$ cat src/sv/swot_pkg.sv
`timescale 1ns / 1ps
`default_nettype none

package swot_pkg;

  localparam int unsigned NumVals = 16;
  localparam int unsigned NibW    = 4;
  localparam int unsigned WtW     = 3;
  localparam int unsigned CntW    = 5;
  localparam int unsigned NumLvls = 3;

  typedef logic [NibW-1:0]              nib_t;
  typedef logic [WtW-1:0]               wt_t;
  typedef logic [CntW-1:0]              cnt_t;
  typedef logic [NumVals-1:0]           vec_t;
  typedef logic [NumVals-1:0][NibW-1:0] sbox_t;
  typedef logic [NumVals-1:0][NumVals-1:0] match_t;

  localparam sbox_t SboxReset = 64'h21748FE3DA09B65C;

  typedef enum logic {
    MODE_DDT = 1'b0,
    MODE_LAT = 1'b1
  } mode_e;

  typedef enum logic {
    REG_SBOX = 1'b0,
    REG_MODE = 1'b1
  } reg_e;

  typedef enum logic [1:0] {
    LVL_0    = 2'd0,
    LVL_1    = 2'd1,
    LVL_2    = 2'd2,
    LVL_NONE = 2'd3
  } lvl_e;

  // Equal weights leave in Hamming order of the output value.
  localparam nib_t TieOrder [NumVals] = '{
    4'h0, 4'h1, 4'h2, 4'h4, 4'h8, 4'h3, 4'h5, 4'h6,
    4'h9, 4'ha, 4'hc, 4'h7, 4'hb, 4'hd, 4'he, 4'hf
  };

  typedef struct packed {
    logic [NumLvls-1:0][NumVals-1:0] mask;   // bit p: TieOrder[p] has this level
    logic [NumLvls-1:0][WtW-1:0]     rel_w;
    wt_t                             min_w;
    wt_t                             max_w;
  } row_t;

  function automatic logic parity4(input nib_t v);
    return ^v;
  endfunction

  function automatic cnt_t popcount16(input vec_t v);
    cnt_t c;
    c = '0;
    for (int i = 0; i < NumVals; i++) begin
      c = c + cnt_t'(v[i]);
    end
    return c;
  endfunction

  function automatic lvl_e count_level(input cnt_t c, input mode_e mode);
    lvl_e l;
    l = LVL_NONE;
    if (mode == MODE_DDT) begin
      if (c == cnt_t'(16)) l = LVL_0;
      else if (c == cnt_t'(4)) l = LVL_1;
      else if (c == cnt_t'(2)) l = LVL_2;
    end else begin
      if (c == cnt_t'(0) || c == cnt_t'(16)) l = LVL_0;
      else if (c == cnt_t'(4) || c == cnt_t'(12)) l = LVL_1;
      else if (c == cnt_t'(6) || c == cnt_t'(10)) l = LVL_2;
    end
    return l;
  endfunction

  function automatic wt_t lvl_weight(input lvl_e l, input mode_e mode);
    wt_t w;
    unique case (l)
      LVL_0:    w = wt_t'(0);
      LVL_1:    w = wt_t'(2);
      LVL_2:    w = (mode == MODE_LAT) ? wt_t'(4) : wt_t'(3);
      default:  w = wt_t'(0);
    endcase
    return w;
  endfunction

endpackage

`default_nettype wire

$ cat src/sv/swot_if.sv
`timescale 1ns / 1ps
`default_nettype none

interface swot_in_if;
  import swot_pkg::*;
  logic valid;
  logic ready;
  nib_t input_value;

  modport source (output valid, output input_value, input ready);
  modport sink   (input valid, input input_value, output ready);
endinterface

interface swot_out_if;
  import swot_pkg::*;
  logic valid;
  logic ready;
  nib_t output_value;
  wt_t  rel_weight;
  wt_t  min_weight;
  wt_t  max_weight;
  logic found;
  logic last;

  modport source (output valid, output output_value, output rel_weight,
                  output min_weight, output max_weight, output found,
                  output last, input ready);
  modport sink   (input valid, input output_value, input rel_weight,
                  input min_weight, input max_weight, input found,
                  input last, output ready);
endinterface

`default_nettype wire

$ cat src/sv/swot_regs.sv
`timescale 1ns / 1ps
`default_nettype none

module swot_regs (
  input  logic              clk_i,
  input  logic              rst_ni,
  input  logic              psel,
  input  logic              penable,
  input  logic              pwrite,
  input  logic [3:0]        paddr,
  input  logic [63:0]       pwdata,
  output logic [63:0]       prdata,
  output logic              pready,
  output swot_pkg::sbox_t   sbox_o,
  output swot_pkg::mode_e   mode_o
);
  import swot_pkg::*;

  sbox_t sbox_q, sbox_d;
  mode_e mode_q, mode_d;
  reg_e  reg_sel;
  logic  wr_en;

  assign pready  = 1'b1;
  assign reg_sel = reg_e'(paddr[3]);
  assign wr_en   = psel && penable && pwrite && pready;

  always_comb begin
    sbox_d = sbox_q;
    mode_d = mode_q;
    if (wr_en) begin
      unique case (reg_sel)
        REG_SBOX: sbox_d = pwdata;
        REG_MODE: mode_d = mode_e'(pwdata[0]);
        default:  sbox_d = sbox_q;
      endcase
    end
  end

  always_comb begin
    unique case (reg_sel)
      REG_SBOX: prdata = sbox_q;
      REG_MODE: prdata = {63'd0, mode_q};
      default:  prdata = '0;
    endcase
  end

  always_ff @(posedge clk_i or negedge rst_ni) begin
    if (!rst_ni) begin
      sbox_q <= SboxReset;
      mode_q <= MODE_DDT;
    end else begin
      sbox_q <= sbox_d;
      mode_q <= mode_d;
    end
  end

  assign sbox_o = sbox_q;
  assign mode_o = mode_q;

endmodule

`default_nettype wire

$ cat src/sv/swot_match.sv
`timescale 1ns / 1ps
`default_nettype none

module swot_match (
  input  logic             clk_i,
  input  logic             rst_ni,
  swot_in_if.sink          in_i,
  input  swot_pkg::sbox_t  sbox_i,
  input  swot_pkg::mode_e  mode_i,
  output logic             valid_o,
  input  logic             ready_i,
  output swot_pkg::match_t match_o,
  output swot_pkg::mode_e  mode_o
);
  import swot_pkg::*;

  logic   s1_valid_q, s1_ready;
  nib_t   s1_row_q;
  mode_e  s1_mode_q;

  logic   s2_valid_q, s2_ready;
  match_t s2_match_q, match_d;
  mode_e  s2_mode_q;

  assign s2_ready   = !s2_valid_q || ready_i;
  assign s1_ready   = !s1_valid_q || s2_ready;
  assign in_i.ready = s1_ready;

  // Entry [j][x] marks that x contributes to the count of output j.
  always_comb begin
    match_d = '0;
    for (int j = 0; j < NumVals; j++) begin
      for (int x = 0; x < NumVals; x++) begin
        if (s1_mode_q == MODE_DDT) begin
          match_d[j][x] = ((sbox_i[x] ^ sbox_i[nib_t'(x) ^ s1_row_q]) == nib_t'(j));
        end else begin
          match_d[j][x] = (parity4(nib_t'(x) & s1_row_q) ==
                           parity4(sbox_i[x] & nib_t'(j)));
        end
      end
    end
  end

  always_ff @(posedge clk_i or negedge rst_ni) begin
    if (!rst_ni) begin
      s1_valid_q <= 1'b0;
      s2_valid_q <= 1'b0;
    end else begin
      if (s1_ready) s1_valid_q <= in_i.valid;
      if (s2_ready) s2_valid_q <= s1_valid_q;
    end
  end

  always_ff @(posedge clk_i) begin
    if (s1_ready && in_i.valid) begin
      s1_row_q  <= in_i.input_value;
      s1_mode_q <= mode_i;
    end
    if (s2_ready && s1_valid_q) begin
      s2_match_q <= match_d;
      s2_mode_q  <= s1_mode_q;
    end
  end

  assign valid_o = s2_valid_q;
  assign match_o = s2_match_q;
  assign mode_o  = s2_mode_q;

endmodule

`default_nettype wire

$ cat src/sv/swot_weigh.sv
`timescale 1ns / 1ps
`default_nettype none

module swot_weigh (
  input  logic             clk_i,
  input  logic             rst_ni,
  input  logic             valid_i,
  output logic             ready_o,
  input  swot_pkg::match_t match_i,
  input  swot_pkg::mode_e  mode_i,
  output logic             valid_o,
  input  logic             ready_i,
  output swot_pkg::row_t   row_o
);
  import swot_pkg::*;

  logic                s3_valid_q, s3_ready;
  lvl_e [NumVals-1:0]  s3_lvl_q, lvl_d;
  mode_e               s3_mode_q;

  logic                s4_valid_q, s4_ready;
  row_t                s4_row_q, row_d;
  logic [NumLvls-1:0]  has_lvl;
  lvl_e                min_lvl, max_lvl;

  assign s4_ready = !s4_valid_q || ready_i;
  assign s3_ready = !s3_valid_q || s4_ready;
  assign ready_o  = s3_ready;

  always_comb begin
    for (int j = 0; j < NumVals; j++) begin
      lvl_d[j] = count_level(popcount16(match_i[j]), mode_i);
    end
  end

  // Sort into per-level masks laid out in tie order.
  always_comb begin
    row_d = '0;
    for (int k = 0; k < NumLvls; k++) begin
      for (int p = 0; p < NumVals; p++) begin
        row_d.mask[k][p] = (s3_lvl_q[TieOrder[p]] == lvl_e'(k));
      end
      has_lvl[k] = |row_d.mask[k];
    end

    priority if (has_lvl[0]) min_lvl = LVL_0;
    else if (has_lvl[1])     min_lvl = LVL_1;
    else if (has_lvl[2])     min_lvl = LVL_2;
    else                     min_lvl = LVL_NONE;

    priority if (has_lvl[2]) max_lvl = LVL_2;
    else if (has_lvl[1])     max_lvl = LVL_1;
    else if (has_lvl[0])     max_lvl = LVL_0;
    else                     max_lvl = LVL_NONE;

    row_d.min_w = lvl_weight(min_lvl, s3_mode_q);
    row_d.max_w = lvl_weight(max_lvl, s3_mode_q);
    for (int k = 0; k < NumLvls; k++) begin
      row_d.rel_w[k] = lvl_weight(lvl_e'(k), s3_mode_q) - row_d.min_w;
    end
  end

  always_ff @(posedge clk_i or negedge rst_ni) begin
    if (!rst_ni) begin
      s3_valid_q <= 1'b0;
      s4_valid_q <= 1'b0;
    end else begin
      if (s3_ready) s3_valid_q <= valid_i;
      if (s4_ready) s4_valid_q <= s3_valid_q;
    end
  end

  always_ff @(posedge clk_i) begin
    if (s3_ready && valid_i) begin
      s3_lvl_q  <= lvl_d;
      s3_mode_q <= mode_i;
    end
    if (s4_ready && s3_valid_q) begin
      s4_row_q <= row_d;
    end
  end

  assign valid_o = s4_valid_q;
  assign row_o   = s4_row_q;

endmodule

`default_nettype wire

$ cat src/sv/swot_emit.sv
`timescale 1ns / 1ps
`default_nettype none

module swot_emit (
  input  logic           clk_i,
  input  logic           rst_ni,
  input  logic           valid_i,
  output logic           ready_o,
  input  swot_pkg::row_t row_i,
  swot_out_if.source     out_o
);
  import swot_pkg::*;

  logic               act_q, act_d;
  row_t               row_q, row_d;
  logic [NumLvls-1:0] has_lvl;
  logic [1:0]         sel_k;
  vec_t               cur;
  nib_t               pos;
  logic [NumLvls-1:0][NumVals-1:0] mask_nx;
  logic               is_last, is_found;
  logic               out_load, emit_fire, done, load_new;

  logic ov_q;
  nib_t val_q;
  wt_t  rel_q, min_q, max_q;
  logic found_q, last_q;

  always_comb begin
    for (int k = 0; k < NumLvls; k++) begin
      has_lvl[k] = |row_q.mask[k];
    end
    priority if (has_lvl[0]) sel_k = 2'd0;
    else if (has_lvl[1])     sel_k = 2'd1;
    else if (has_lvl[2])     sel_k = 2'd2;
    else                     sel_k = 2'd0;

    cur = row_q.mask[sel_k];
    pos = '0;
    for (int p = NumVals - 1; p >= 0; p--) begin
      if (cur[p]) pos = nib_t'(p);
    end

    mask_nx             = row_q.mask;
    mask_nx[sel_k][pos] = 1'b0;
    is_last             = (mask_nx == '0);
    is_found            = |has_lvl;
  end

  assign out_load  = !ov_q || out_o.ready;
  assign emit_fire = act_q && out_load;
  assign done      = emit_fire && is_last;
  assign ready_o   = !act_q || done;
  assign load_new  = valid_i && ready_o;

  always_comb begin
    row_d = row_q;
    act_d = act_q;
    if (load_new) begin
      row_d = row_i;
      act_d = 1'b1;
    end else if (emit_fire) begin
      row_d.mask = mask_nx;
      act_d      = !is_last;
    end
  end

  always_ff @(posedge clk_i or negedge rst_ni) begin
    if (!rst_ni) begin
      act_q <= 1'b0;
      ov_q  <= 1'b0;
    end else begin
      act_q <= act_d;
      if (out_load) ov_q <= emit_fire;
    end
  end

  // An empty row leaves as one result with found low, last high and all other fields zero.
  always_ff @(posedge clk_i) begin
    row_q <= row_d;
    if (emit_fire) begin
      val_q   <= is_found ? TieOrder[pos] : nib_t'(0);
      rel_q   <= is_found ? row_q.rel_w[sel_k] : wt_t'(0);
      min_q   <= row_q.min_w;
      max_q   <= row_q.max_w;
      found_q <= is_found;
      last_q  <= is_last;
    end
  end

  assign out_o.valid        = ov_q;
  assign out_o.output_value = val_q;
  assign out_o.rel_weight   = rel_q;
  assign out_o.min_weight   = min_q;
  assign out_o.max_weight   = max_q;
  assign out_o.found        = found_q;
  assign out_o.last         = last_q;

endmodule

`default_nettype wire

$ cat src/sv/sbox_weight_ordered_transitions.sv
// Weight-ordered transitions of a configurable 4-bit S-box.
// in_i carries one input difference (mode DDT) or input mask (mode LAT);
// out_o returns the transitions of that table row whose count maps to a
// weight, lowest weight first, equal weights in Hamming order of the
// output value; last marks the final result of a row. A row without any
// weighted entry returns one result with found low and last high.
// The APB port holds the S-box (byte address 0) and the mode (address 8);
// write them only while no transaction is in flight.
// Four register stages (row capture, match matrix, counts to levels,
// per-level masks) feed an emitter that sends one result per cycle while
// the receiver is ready; a row has 1 to 16 results, and the emitter sets
// the sustained rate. Inputs keep entering while earlier rows drain.
// Reset loads the default S-box and DDT mode and empties every stage.
// A stalled receiver holds the output register; the stages behind it fill
// and then drop in_i.ready, and nothing is lost or repeated.
`timescale 1ns / 1ps
`default_nettype none

module sbox_weight_ordered_transitions (
  input  logic        clk_i,
  input  logic        rst_ni,
  swot_in_if.sink     in_i,
  swot_out_if.source  out_o,
  input  logic        psel,
  input  logic        penable,
  input  logic        pwrite,
  input  logic [3:0]  paddr,
  input  logic [63:0] pwdata,
  output logic [63:0] prdata,
  output logic        pready
);
  import swot_pkg::*;

  sbox_t  sbox;
  mode_e  mode;
  logic   m_valid, m_ready;
  match_t m_match;
  mode_e  m_mode;
  logic   w_valid, w_ready;
  row_t   w_row;

  swot_regs u_regs (
    .clk_i   (clk_i),
    .rst_ni  (rst_ni),
    .psel    (psel),
    .penable (penable),
    .pwrite  (pwrite),
    .paddr   (paddr),
    .pwdata  (pwdata),
    .prdata  (prdata),
    .pready  (pready),
    .sbox_o  (sbox),
    .mode_o  (mode)
  );

  swot_match u_match (
    .clk_i   (clk_i),
    .rst_ni  (rst_ni),
    .in_i    (in_i),
    .sbox_i  (sbox),
    .mode_i  (mode),
    .valid_o (m_valid),
    .ready_i (m_ready),
    .match_o (m_match),
    .mode_o  (m_mode)
  );

  swot_weigh u_weigh (
    .clk_i   (clk_i),
    .rst_ni  (rst_ni),
    .valid_i (m_valid),
    .ready_o (m_ready),
    .match_i (m_match),
    .mode_i  (m_mode),
    .valid_o (w_valid),
    .ready_i (w_ready),
    .row_o   (w_row)
  );

  swot_emit u_emit (
    .clk_i   (clk_i),
    .rst_ni  (rst_ni),
    .valid_i (w_valid),
    .ready_o (w_ready),
    .row_i   (w_row),
    .out_o   (out_o)
  );

`ifndef SYNTHESIS
  a_empty_is_last: assert property (@(posedge clk_i) disable iff (!rst_ni)
    out_o.valid && !out_o.found |-> out_o.last && out_o.output_value == '0)
    else $error("empty-row result not marked last");

  a_weight_range: assert property (@(posedge clk_i) disable iff (!rst_ni)
    out_o.valid && out_o.found |->
      ({1'b0, out_o.rel_weight} + {1'b0, out_o.min_weight}) <= {1'b0, out_o.max_weight})
    else $error("result weight outside the row range");

  a_row_ordered: assert property (@(posedge clk_i) disable iff (!rst_ni)
    out_o.valid && out_o.ready && !out_o.last |=>
      out_o.valid && out_o.found && out_o.rel_weight >= $past(out_o.rel_weight) &&
      $stable(out_o.min_weight) && $stable(out_o.max_weight))
    else $error("row results out of order or interrupted");
`endif

endmodule

`default_nettype wire

$ cat src/flat_wrapper.sv
// flat-port wrapper written by rule: the top's interface ports become plain ports
module sbox_weight_ordered_transitions_flat import swot_pkg::*;
  (clk_i, rst_ni, psel, penable, pwrite, paddr, pwdata, prdata, pready, in_i_valid, in_i_input_value, in_i_ready, out_o_valid, out_o_output_value, out_o_rel_weight, out_o_min_weight, out_o_max_weight, out_o_found, out_o_last, out_o_ready);
  swot_in_if in_i_i ();
  swot_out_if out_o_i ();
  input  logic clk_i;
  input  logic rst_ni;
  input  logic psel;
  input  logic penable;
  input  logic pwrite;
  input  logic [3:0] paddr;
  input  logic [63:0] pwdata;
  output logic [63:0] prdata;
  output logic pready;
  input wire logic [$bits(in_i_i.valid)-1:0] in_i_valid;
  input wire logic [$bits(in_i_i.input_value)-1:0] in_i_input_value;
  output wire logic [$bits(in_i_i.ready)-1:0] in_i_ready;
  output wire logic [$bits(out_o_i.valid)-1:0] out_o_valid;
  output wire logic [$bits(out_o_i.output_value)-1:0] out_o_output_value;
  output wire logic [$bits(out_o_i.rel_weight)-1:0] out_o_rel_weight;
  output wire logic [$bits(out_o_i.min_weight)-1:0] out_o_min_weight;
  output wire logic [$bits(out_o_i.max_weight)-1:0] out_o_max_weight;
  output wire logic [$bits(out_o_i.found)-1:0] out_o_found;
  output wire logic [$bits(out_o_i.last)-1:0] out_o_last;
  input wire logic [$bits(out_o_i.ready)-1:0] out_o_ready;
  assign in_i_i.valid = in_i_valid;
  assign in_i_i.input_value = in_i_input_value;
  assign in_i_ready = in_i_i.ready;
  assign out_o_valid = out_o_i.valid;
  assign out_o_output_value = out_o_i.output_value;
  assign out_o_rel_weight = out_o_i.rel_weight;
  assign out_o_min_weight = out_o_i.min_weight;
  assign out_o_max_weight = out_o_i.max_weight;
  assign out_o_found = out_o_i.found;
  assign out_o_last = out_o_i.last;
  assign out_o_i.ready = out_o_ready;
  sbox_weight_ordered_transitions u_core (.clk_i(clk_i), .rst_ni(rst_ni), .in_i(in_i_i), .out_o(out_o_i), .psel(psel), .penable(penable), .pwrite(pwrite), .paddr(paddr), .pwdata(pwdata), .prdata(prdata), .pready(pready));
endmodule
$ cat config.mk
export PLATFORM = sky130hd
export DESIGN_NAME = sbox_weight_ordered_transitions_flat
export DESIGN_NICKNAME = d
export VERILOG_FILES = /design/src/sv/swot_pkg.sv /design/src/sv/swot_if.sv /design/src/sv/swot_regs.sv /design/src/sv/swot_match.sv /design/src/sv/swot_weigh.sv /design/src/sv/swot_emit.sv /design/src/sv/sbox_weight_ordered_transitions.sv /design/src/flat_wrapper.sv
export SDC_FILE = /design/constraint.sdc
export NUM_CORES = 2
export LEC_CHECK = 0
export BUFFER_PORTS_ARGS = -buffer_cell sky130_fd_sc_hd__buf_4
export CORE_MARGIN = 1.5
export CORE_UTILIZATION = 30
export DETAILED_ROUTE_END_ITERATION = 10
export GPL_TIMING_DRIVEN = 0
export SLEW_MARGIN = 20
export SYNTH_ARGS = -nofsm -noshare
export SYNTH_HDL_FRONTEND = slang
export SYNTH_SLANG_ARGS = --single-unit
$ cat constraint.sdc
create_clock -name clk_i -period 43.5 [get_ports clk_i]
set_input_delay 6.525 -clock clk_i [delete_from_list [all_inputs] [get_ports clk_i]]
set_output_delay 6.525 -clock clk_i [all_outputs]
set_load 0.01 [all_outputs]
== Word-level counts from Yosys, hierarchy flattened ==
Memory sizes are Yosys's and may differ from the RTL's. A register that Yosys moved wholly into a read port is not among the register bits.
Cells that the tools add are included.

* Add/subtract/negate cells: 243
* Magnitude comparators: 20
* Equal/unequal tests: 597
* Muxes and demuxes: 440
* Bitwise operators: 65
* Reductions and logical operators: 387

{| class="wikitable"
|+ Operator list
! kind !! count
|-
| XOR reduction 4 bit || 255
|-
| adder 5 x 1 -> 5 bit || 176
|-
| equality test 4 bit, second input constant || 128
|-
| two-way mux 1 bit || 291
|-
| binary-select mux 4 bit (select 4 bit) || 16
|-
| equality test 4 x 3 -> 1 bit, second input constant || 64
|-
| equality test 1 bit || 225
|-
| two-way mux 2 bit || 88
|-
| equality test 5 x 3 -> 1 bit, second input constant || 32
|-
| equality test 5 x 4 -> 1 bit, second input constant || 32
|-
| equality test 4 x 2 -> 1 bit, second input constant || 32
|-
| two-way mux 4 bit || 32
|-
| case mux 64 bit (2 select lines) || 1
|-
| two-way mux 48 bit || 2
|-
| OR reduction 16 bit || 6
|-
| less-than comparator 4 x 5 -> 1 bit, second input constant || 17
|-
| adder 4 x 1 -> 5 bit || 16
|-
| equality test 5 x 2 -> 1 bit, second input constant || 16
|-
| equality test 5 bit, second input constant || 16
|-
| zero test 5 bit || 16
|-
| adder 3 x 1 -> 4 bit || 16
|-
| equality test 4 x 1 -> 1 bit, second input constant || 16
|-
| zero test 4 bit || 16
|-
| bitwise XOR 4 bit || 16
|-
| other kinds (32) || 227
|}

* Bits in registers: 503
* Memory bits (read-only): 64
* Bits of input ports: 79
* Output and inout bits: 82
* Word-level logic and storage cells: 1834
* Memories kept: 1

{| class="wikitable"
|+ Memories
! name !! words !! width !! rd ports !! clocked after Yosys merged registers in !! wr ports !! RTL line !! source
|-
| (no name shown) || 16 || 4 || 1 || 1 || 0 || swot_emit.sv:82 || <nowiki>val_q <= is_found ? TieOrder[pos] : nib_t'(0);</nowiki>
|}

== Depth between registers and ports, before layout ==
* Word-level depth: 38
* Gate-level depth with buffers: 24
* Mapped depth without buffers: 19

== Modules after synthesis ==
A second synthesis with hierarchy kept.

* Cell total of the unflattened synthesis: 3369
* Area, all modules: 39152.6 sq um

{| class="wikitable"
|+ By module, submodules not included
! module !! times used !! cells an instance !! area an instance (sq um) !! sequential area each (sq um)
|-
| swot_match || 1 || 1502 || 19241.0 || 7917.6
|-
| swot_weigh || 1 || 1184 || 11723.7 || 2872.8
|-
| swot_emit || 1 || 471 || 4958.5 || 2392.3
|-
| swot_regs || 1 || 212 || 3229.3 || 1666.6
|}

== Worst setup path after synthesis ==
OpenSTA, ideal clock, no wires.

* Kind: input to register
* From: in out_o_ready
* To: reg u_core.u_match.s2_match_q, in the netlist u_core.u_match.match_o[0], enable pin
* Setup time: 1028 ps
* Arrival: 19835 ps
* Required time: 42472 ps
* Slack: 22637 ps
* Stages on the path: 4
* Buffers on the path: 1
* Cell sequence: nand2b_1 > clkbuf_1 > a41oi_2 > a31oi_1

* Cells in the longest elaborated chain, start to end: 8

{| class="wikitable"
|+ Ends and longest elaborated chain
! what !! RTL line !! source
|-
| start: declaration || flat_wrapper.sv:25 || <nowiki>input wire logic [$bits(out_o_i.ready)-1:0] out_o_ready;</nowiki>
|-
| logical OR 1 bit || swot_emit.sv:50 || <nowiki>assign out_load = !ov_q || out_o.ready;</nowiki>
|-
| logical AND 1 bit || swot_emit.sv:51 || <nowiki>assign emit_fire = act_q && out_load;</nowiki>
|-
| logical AND 1 bit || swot_emit.sv:52 || <nowiki>assign done = emit_fire && is_last;</nowiki>
|-
| logical OR 1 bit || swot_emit.sv:53 || <nowiki>assign ready_o = !act_q || done;</nowiki>
|-
| logical OR 1 bit || swot_weigh.sv:26 || <nowiki>assign s4_ready = !s4_valid_q || ready_i;</nowiki>
|-
| logical OR 1 bit || swot_weigh.sv:27 || <nowiki>assign s3_ready = !s3_valid_q || s4_ready;</nowiki>
|-
| logical OR 1 bit || swot_match.sv:25 || <nowiki>assign s2_ready = !s2_valid_q || ready_i;</nowiki>
|-
| logical AND 1 bit || swot_match.sv:59 || <nowiki>if (s2_ready && s1_valid_q) begin</nowiki>
|-
| end signal: assignment || swot_match.sv:60 || <nowiki>s2_match_q <= match_d;</nowiki>
|-
| end: declaration || swot_match.sv:22 || <nowiki>match_t s2_match_q, match_d;</nowiki>
|}

Every way passes these cells.
A chain may end at the register's enable or synchronous reset.

== Final worst setup path ==
* From: in out_o_ready
* To: out in_i_ready

* Cells in the longest elaborated chain, start to end: 8

{| class="wikitable"
|+ Ends and longest elaborated chain
! what !! RTL line !! source
|-
| logical OR 1 bit || swot_emit.sv:50 ||
|-
| logical AND 1 bit || swot_emit.sv:51 ||
|-
| logical AND 1 bit || swot_emit.sv:52 ||
|-
| logical OR 1 bit || swot_emit.sv:53 ||
|-
| logical OR 1 bit || swot_weigh.sv:26 ||
|-
| logical OR 1 bit || swot_weigh.sv:27 ||
|-
| logical OR 1 bit || swot_match.sv:25 ||
|-
| logical OR 1 bit || swot_match.sv:26 || <nowiki>assign s1_ready = !s1_valid_q || s2_ready;</nowiki>
|-
| end: declaration || flat_wrapper.sv:17 || <nowiki>output wire logic [$bits(in_i_i.ready)-1:0] in_i_ready;</nowiki>
|}

Every way passes these cells.

==> metrics.cfg <==
[grt]
grt_max_degree = 72
grt_usage_pct = 22.2
grt_pass1_vias = 27500
grt_pass1_wl_mm = 200
grt_overflow = 0
antenna_found_initial = 2

[sta]
fin_skew_ns = 0.0436
worstMarginPinSlew_ns = 1.30
drv_slew = 0
hold_violations = 0
fmax_ghz = 0.0677
hold_ws_ns = 0.417
period_share_pct = 33.9
min_period_ns = 14.77
slew_headroom_pct = 13.1
finalSetupViolCount = 0
rsz0062_at_grt = no
setup-tns-final_ns = 0

[critical_path]
worstPathArrival_ns = 8.24
path_cells = buf_4, nand2b_1, clkbuf_1, a41oi_2, nand4_1, buf_4
cp_slowest_cell = a41oi_2
worstPathMaxFanout = 9
critPathMaxStageDelay_ns = 0.76
worstSetupPathType = in -> out
path_common_cell = buf_4
end_kind = output pin
start_kind = input port
worstPathRequired_ns = 36.97

[placed_design]
gp_congestion = 0.993
hpwlAfterDp_mm = 111
placed_cell_area_sq_um = 40200
io_buffers = 156
dp_cells = 5188

[logic_synthesis]
synth_area_leaders = edfxtp_1, fa_1, xnor2_1
synth_warnings = 0
syn-cell-area_sq_um = 36500
synth-seq-cells = 503
ys.flop_type = edfxtp_1
synthCells = 3401
synth_seq_area_share_pct = 40.5
ys_types = 71
yosys.area.top_type_share_pct = 35.5
post-synth-top-area-cell = edfxtp_1
synth_area_per_cell_sq_um = 10.7
synth-edff-count = 432
async_flop_share_pct = 14.1

[layout]
area_growth_syn_to_layout_pct = 15.4
final_area_sq_um = 42200
stdcell_count = 5297
layout_commonest_cell = edfxtp_1
final_net_count = 3966
drive_gt1_share_pct = 14.4
final_cell_mix = edfxtp_1, nand2_1, inv_1

[clocking]
hold_buffers = 0
cts_setup_buffers = 0
clock_sinks = 503
path_clk_slew_ns = 0.05
clkLatencyLatePin_ns = 0.67
cts_resized = 0
clock_path_buffers = 3
cts_tree = yes
cts_root_buf = clkbuf_16
numCtsBuffers = 56
h-tree-depth = 2

[die]
rows = 127
io_pins = 161
die_h_microns = 352
die_w_microns = 352
core_area_sq_um = 120000
die-area_sq_um = 124000
start_util_pct = 30.4

[route]
post_drt_wl_per_cell_microns = 26.7
dr.pass1.iters = 6
detail-route-antenna-nets = 0
totalWireLength_mm = 142
vias_per_cell = 5.34
vias = 28300
drc = 0
drt-initial-drc-count = 3113

[job]
drv_cap = 0

[pwr]
power.density_nw_per_um2 = 38.1
leakage_uw = 0.0156
ir_worst_vdd_mv = 0.0334

[min_path]
hp-class = reg -> reg

[run_status]
status = complete, no violations

-- metal layers --
| layer | wire (microns) | vias to the layer above | track usage (%) |
|---|---|---|---|
| li1 | - | 12500 | - |
| met1 | 54900 | 13800 | 27.8 |
| met2 | 62800 | 1590 | 34.8 |
| met3 | 12500 | 372 | 4.03 |
| met4 | 11500 | 0 | 15.4 |
| met5 | 0 | - | 0 |
-- worst max-delay path, delay by kind of cell --
family                 cells  cell delay, ns
AOI/OAI and AO/OA          1            0.76
buffers and inverters      3            0.58
and+or+nand+nor            2            0.36
-- where the power goes --
group / switching [uW] / internal [uW] / total, uW / leakage [uW]
sequential: 9.94 / 561 / 571 / 0.00465
combinational: 350 / 188 / 538 / 0.0101
clock: 214 / 285 / 499 / 0.000920
-- final timing paths --
check / start / end / slack, ns / cells past startpoint
max in group asynchronous: rst_ni / u_core.u_weigh.s3_valid_q / 37.08 / 2
min in group asynchronous: rst_ni / u_core.u_regs.sbox_o[59] / 5.79 / 1
max reg2reg: u_core.u_emit.row_q[20] / u_core.u_match.match_o[253] / 34.43 / 28
max: out_o_ready / in_i_ready / 28.73 / 6
min: u_core.u_emit.row_q[0] / u_core.u_emit.out_o.max_weight[0] / 0.42 / 0
min reg2reg: u_core.u_emit.row_q[0] / u_core.u_emit.out_o.max_weight[0] / 0.42 / 0
-- cells in the mapped netlist (69+ instances only) --
cell	instances
nor2b_1	116
fa_1	161
inv_1	316
nor2_1	128
mux2_2	102
o21ai_0	78
o31ai_1	179
clkbuf_1	177
a21oi_1	69
mux4_2	80
edfxtp_1	432
o22ai_1	80
xor2_1	178
nand2_1	368
nand2b_1	74
xnor2_1	211
ha_1	91
-- logic make-up after synthesis --
group	share of synthesized area [%]
simple gates	12.1
compound gates	11.1
buf+inv	5.68
flops	40.5
xor+xnor	9.33
fa+ha+maj	11.9
mux	9.42
other cells	0.0103
-- flip-flops by register name, summed over array words and instances, names as in the netlist, 3 cells and up --
signal,flops
u_core.u_match.match_o,256
u_core.u_regs.sbox_o,64
u_core.u_emit.row_q,61
u_core.u_weigh.row_o,61
u_core.u_weigh.s3_lvl_q,32
u_core.u_emit.out_o.output_value,4
u_core.u_match.s1_row_q,4
u_core.u_emit.out_o.max_weight,3
u_core.u_emit.out_o.min_weight,3
u_core.u_emit.out_o.rel_weight,3
-- final cells by class --
cell class              count  area, sq um
fillers                 12100        78100
multi-input cells        2355        19700
flip-flops and latches    503        14800
well taps                1612         2020
repair buffers            175         1650
clock buffers              69         1480
inverters                 318         1190
plain buffers             226          887
clock inverters            37          400
diodes                      2         5.00
-- per-stage QoR --
stage	util, %	worst slack [ns]	total power, uW
global placement	33.0	16.21	1100
detailed placement	33.5	28.61	1100
floorplan	-	22.64	921
finish	35.1	28.73	1610
CTS	35.0	28.61	1600
global route	35.1	28.60	1660
Power figures use the tool's default switching activity.
